`src/rtl/dptt_pkg.sv`:
```
`default_nettype none
package dptt_pkg;

  // field widths
  localparam int KEY_W   = 64;
  localparam int DEPTH_W = 7;
  localparam int SCORE_W = 16;
  localparam int BOUND_W = 2;
  localparam int MOVE_W  = 32;
  localparam int OP_W    = 2;

  // slot remainder unit: key bits consumed per cycle
  localparam int MOD_DIGIT = 4;
  localparam int MOD_STEPS = KEY_W / MOD_DIGIT;

  // command codes
  localparam logic [OP_W-1:0] OP_PROBE = 2'd0;
  localparam logic [OP_W-1:0] OP_STORE = 2'd1;
  localparam logic [OP_W-1:0] OP_CLEAR = 2'd2;

  typedef struct packed {
    logic [OP_W-1:0]           opcode;
    logic [KEY_W-1:0]          position_key;
    logic [DEPTH_W-1:0]        search_depth;
    logic signed [SCORE_W-1:0] entry_score;
    logic [BOUND_W-1:0]        entry_bound;
    logic                      entry_null;
    logic [MOVE_W-1:0]         entry_move;
  } in_beat_t;

  typedef struct packed {
    logic                      key_match;
    logic [BOUND_W-1:0]        found_bound;
    logic signed [SCORE_W-1:0] found_score;
    logic                      found_null;
    logic [MOVE_W-1:0]         found_move;
  } out_beat_t;

  // part of a slot that a clear wipes
  typedef struct packed {
    logic [KEY_W-1:0]   key;
    logic [DEPTH_W-1:0] depth;
    logic [SCORE_W-1:0] score;
    logic [BOUND_W-1:0] bound;
  } slot_a_t;

  // part of a slot that survives a clear command; the clear after reset wipes it too
  typedef struct packed {
    logic              nul_flag;
    logic [MOVE_W-1:0] move;
  } slot_b_t;

  typedef struct packed {
    logic ld_item;
    logic mod_start;
    logic rd_en;
    logic store_commit;
    logic out_load;
    logic clr_go;
    logic clr_b;
  } dp_cmd_t;

  typedef struct packed {
    logic mod_done;
    logic clr_last;
    logic out_free;
  } dp_sts_t;

endpackage
`default_nettype wire

```
`src/rtl/dptt_ctrl.sv`:
```
`default_nettype none
module dptt_ctrl (
  input  wire logic                      clk,
  input  wire logic                      rst_n,
  input  wire logic                      in_valid,
  input  wire logic [dptt_pkg::OP_W-1:0] in_op,
  input  wire dptt_pkg::dp_sts_t         sts,
  output dptt_pkg::dp_cmd_t              cmd,
  output logic                           in_stall
);

  localparam logic [2:0] S_RCLR = 3'd0;
  localparam logic [2:0] S_IDLE = 3'd1;
  localparam logic [2:0] S_MOD  = 3'd2;
  localparam logic [2:0] S_EVAL = 3'd3;
  localparam logic [2:0] S_CLR  = 3'd4;

  logic [2:0]                  st_r, st_nxt;
  logic [dptt_pkg::OP_W-1:0]   op_r, op_nxt;

  always_comb begin
    st_nxt = st_r;
    op_nxt = op_r;
    cmd    = '0;
    case (st_r)
      // wipe both halves after reset
      S_RCLR: begin
        cmd.clr_go = 1'b1;
        cmd.clr_b  = 1'b1;
        if (sts.clr_last) begin
          st_nxt = S_IDLE;
        end
      end
      S_IDLE: begin
        if (in_valid) begin
          op_nxt = in_op;
          if (in_op == dptt_pkg::OP_PROBE || in_op == dptt_pkg::OP_STORE) begin
            cmd.ld_item   = 1'b1;
            cmd.mod_start = 1'b1;
            st_nxt        = S_MOD;
          end else if (in_op == dptt_pkg::OP_CLEAR) begin
            st_nxt = S_CLR;
          end
        end
      end
      // wait for the slot, then read it
      S_MOD: begin
        if (sts.mod_done) begin
          cmd.rd_en = 1'b1;
          st_nxt    = S_EVAL;
        end
      end
      S_EVAL: begin
        if (op_r == dptt_pkg::OP_STORE) begin
          cmd.store_commit = 1'b1;
          st_nxt           = S_IDLE;
        end else if (sts.out_free) begin
          cmd.out_load = 1'b1;
          st_nxt       = S_IDLE;
        end
      end
      // clear keeps null flag and move
      S_CLR: begin
        cmd.clr_go = 1'b1;
        if (sts.clr_last) begin
          st_nxt = S_IDLE;
        end
      end
      default: begin
        st_nxt = S_IDLE;
      end
    endcase
  end

  always_ff @(posedge clk) begin
    if (!rst_n) begin
      st_r <= S_RCLR;
      op_r <= dptt_pkg::OP_PROBE;
    end else begin
      st_r <= st_nxt;
      op_r <= op_nxt;
    end
  end

  assign in_stall = (st_r != S_IDLE);

endmodule
`default_nettype wire

```
`config.mk`:
```
export PLATFORM = sky130hd
export DESIGN_NAME = dptt_ctrl
export DESIGN_NICKNAME = d
export VERILOG_FILES = /design/src/rtl/dptt_pkg.sv /design/src/rtl/dptt_ctrl.sv
export SDC_FILE = /design/constraint.sdc
export NUM_CORES = 1
export LEC_CHECK = 0
export ABC_AREA = 1
export BUFFER_PORTS_ARGS = -buffer_cell sky130_fd_sc_hd__clkbuf_2
export CORE_AREA = 8 8 45 47
export DETAILED_ROUTE_END_ITERATION = 16
export DIE_AREA = 0 0 53 55
export PLACE_DENSITY_LB_ADDON = 0.08
export SKIP_CTS_REPAIR_TIMING = 1
export SLEW_MARGIN = 20
export SYNTH_ARGS = -nofsm -noshare
export SYNTH_HDL_FRONTEND = slang
export SYNTH_SLANG_ARGS = --single-unit
```
`constraint.sdc`:
```
create_clock -name clk -period 1.3 [get_ports clk]
set_input_delay 0 -clock clk [delete_from_list [all_inputs] [get_ports clk]]
set_output_delay 0 -clock clk [all_outputs]
set_load 0.1 [all_outputs]
```
# ---- Yosys cells after proc, flatten, opt, wreduce, memory -nomap -nowiden
# Index checks and enable logic that the tools add are counted.
dict set report word_totals {
  ff_bits 5
}
dict set report classes {
  n_eq_ne 13
  muxes 19
  reduce_logical 6
}
# cell n
set op_table {}
lappend op_table {{$mux W3} 7}
lappend op_table {{$pmux W3 S4} 1}
lappend op_table {{$mux W2} 4}
lappend op_table {{$mux W1} 7}
lappend op_table {{$eq A3 B2 Y1 const B} 2}
lappend op_table {{$ne A3 B3 Y1 const B} 2}
lappend op_table {{$reduce_and A5 Y1} 1}
lappend op_table {{$eq A2 B1 Y1 const B} 2}
lappend op_table {{$ne A2 B2 Y1 const B} 2}
lappend op_table {{$eq A3 B1 Y1 const B} 1}
lappend op_table {{$eq A3 B3 Y1 const B} 1}
lappend op_table {{$logic_not A3 Y1} 1}
lappend op_table {{$ne A3 B1 Y1 const B} 1}
lappend op_table {{$eq A2 B2 Y1 const B} 1}
lappend op_table {{$logic_not A2 Y1} 1}
lappend op_table {{$ne A2 B1 Y1 const B} 1}
lappend op_table {{$reduce_and A2 Y1} 1}
lappend op_table {{$reduce_or A2 Y1} 1}
lappend op_table {{$logic_or A1 B1 Y1} 1}

# ---- Longest topological paths before layout
dict set report logic_depth {
  ltp_word 5
  ltp_mapped 9
  depth_no_buf 9
}

# ---- Least setup slack after synthesis
# No wires, ideal clock.
dict set report synth_path {
  kind {register -> output}
  start {register st_r[0]}
  end {output port cmd[6] (netlist name)}
  arrival_time_ns 3.857
  t_required_ns 1.300
  slack_ns -2.557
  stages_incl_launch_ff 5
  n_path_buf 2
  cell_sequence {dfxtp_1 -> buf_4 -> nand3_2 -> nor3_1 -> buf_4}
}
# element line_no
set synth_rtl {}
lappend synth_rtl {{from (decl)} dptt_ctrl.sv:18} ;# logic [2:0] st_r, st_nxt;
lappend synth_rtl {{from (signal assigned)} dptt_ctrl.sv:80} ;# st_r <= st_nxt;
lappend synth_rtl {{to (decl)} dptt_ctrl.sv:8} ;# output dptt_pkg::dp_cmd_t cmd,

==> impl_metrics.ini <==
[worst_hold_path]
hp-start = rst_n
worstHoldPathType = primary input to flop
hold_path_depth = 3

[drt]
routed_wl_microns = 963
route.vias.total = 395
vias_per_cell = 4.20
drt_iter0_drc = 1
ant_nets = 0
avgRoutedWirePerCell_microns = 10.2
drtPass1Iterations = 2
route.detailed.drc = 0

[power_and_ir_drop]
powerDensity_nw_per_um2 = 2030
leakagePower_nw = 0.296
p_total_mw = 1.33
vdd_drop_max_v = 0.00109

[synthesis]
yosysTopAreaCellShare = 0.304
ys_seq_area_frac = 0.304
synth_nets = 62
yosysTopAreaCell = dfxtp_1
syn-mean-instance-area_sq_um = 6.09
synth_top_cells_by_count = nor2_1, inv_1, nand2_1
synthArstFlopShare = 0
synth.area.top_cells = dfxtp_1, nor2_1, inv_1
synth_most_common_cell = nor2_1
ys_ff_latch = 5
yosysWarnings = 0
ys.flop_type = dfxtp_1
synth_edf_count = 0
syn_inst = 54
synth_cell_types = 15
syn_area_sq_um = 329

[sta]
slew_violations = 0
setup_ws_ps = 48.5
rsz0062_at_grt = true
tns_ps = 0
min_period_over_period = 0.963
timing.fmax_mhz = 799
finalHoldViolCount = 1
slew_headroom = 0.806
worst_slew_pin_slew_ps = 290
fin_crit_ps = 1250
finClkSkew_ps = 1.08
finalSetupViolCount = 0
timing.hold.ws_ps = -2.89

[status]
outcome = complete, but fails checks
violations = negative hold slack

[floorplan]
row_count = 14
floorplan.die_area_sq_um = 2920
core_sq_um = 1380
die-height_microns = 55
io_pins = 16
start_util = 0.238
die_w_microns = 53

[grt]
overflow = 0
antenna_found_initial = 0
grt_max_degree = 9
grt_pass1_wl_mm = 1.61
grt.total_usage = 0.0776
grt_pass1_vias = 382

[place]
dp_hpwl_microns = 789
port_buffers = 15
postPlaceCellArea_sq_um = 579
place.gp.congestion = 0.757
dp_slack_ps = 153

[clocking]
cts_buffers = 3
ctsLongestPathBuffers = 2
htree_levels = 1
cts.sinks = 5
path_clk_slew_ps = 40
cts_tree = built
clkLatencyLatePin_ps = 240
cts-root-buf = clkbuf_4

[setup_path]
crit_fanout = 5
reg2reg_depth = 9
startpoint_type = flop
critPathRequiredTime_ps = 1300
r2r-start = st_r[2]
path_class = flop to output port
cp.arrival_ps = 1250
crit_start = st_r[2]
cp-end-kind = output port

[layout]
syn_to_final_growth_pct = 98.5
nNetsFinal = 87
drive_gt1_frac = 0.526
design_area_sq_um = 653
diodes = 0

[run]
maxCapViolations = 0
[flip-flops by register name, indices dropped and copies added (netlist names)]
signal,flops
st_r,3
op_r,2
[logic make-up (layout without fill, tap and decap cells)]
kind of cell	after synthesis	after routing	share of synthesized area
buffers and inverters	12	36	0.160
AND/OR/NAND/NOR	31	31	0.437
flip-flops	5	5	0.304
AO/OA/AOI/OAI	6	6	0.0989
[per-stage QoR]
stage,util,cells
detailed placement,0.419,85
global placement,0.419,85
finish,0.472,94
global route,0.472,94
floorplan,-,54
CTS,0.438,89
[power by group]
group	internal (mW)	leakage, nW	switching (mW)
logic	0.315	0.238	0.580
registers	0.199	0.0428	0.0525
clock network	0.116	0.0150	0.0655
total	0.630	0.296	0.699
[layer usage]
metal / track usage / share of wire / up-vias
li1: - / - / 213
met1: 0.0807 / 0.39 / 165
met2: 0.107 / 0.46 / 12
met3: 0.0348 / 0.097 / 5
met4: 0.0905 / 0.046 / 0
met5: 0 / 0 / -
[critical path, stage by stage, from the launching register on]
cell and delay, ps:
dfxtp_2 330, inv_2 100, nand3_4 110, nor3_4 250
buf_12 220
[cell usage in the layout, fill, tap and decap left out, drive strengths merged]
cell type / synthesis / final
a21oi: 3 / 3
buf: 2 / 15
dfxtp: 5 / 5
inv: 10 / 10
nor3: 3 / 3
clkbuf: 0 / 11
nand3: 3 / 3
o21ai: 2 / 2
nand2: 9 / 9
nand4: 1 / 1
nor2: 15 / 15
a211oi: 1 / 1
[path summary, 6_finish.rpt]
check	to	slack (ps)
worst max-delay path	cmd[5]	50
worst max register to register	st_r[2]	140
worst min-delay path	st_r[0]	-3
worst min register to register	op_r[0]	440
[layout make-up]
class                      count  area, sq um
clock buffer                   4         26.3
fill                         151          731
inverter                      10         40.0
multi-input combinational     37          223
sequential                     5          109
tap                           16         20.0
timing repair buffer          22          235
Power figures use the tool's default switching activity.
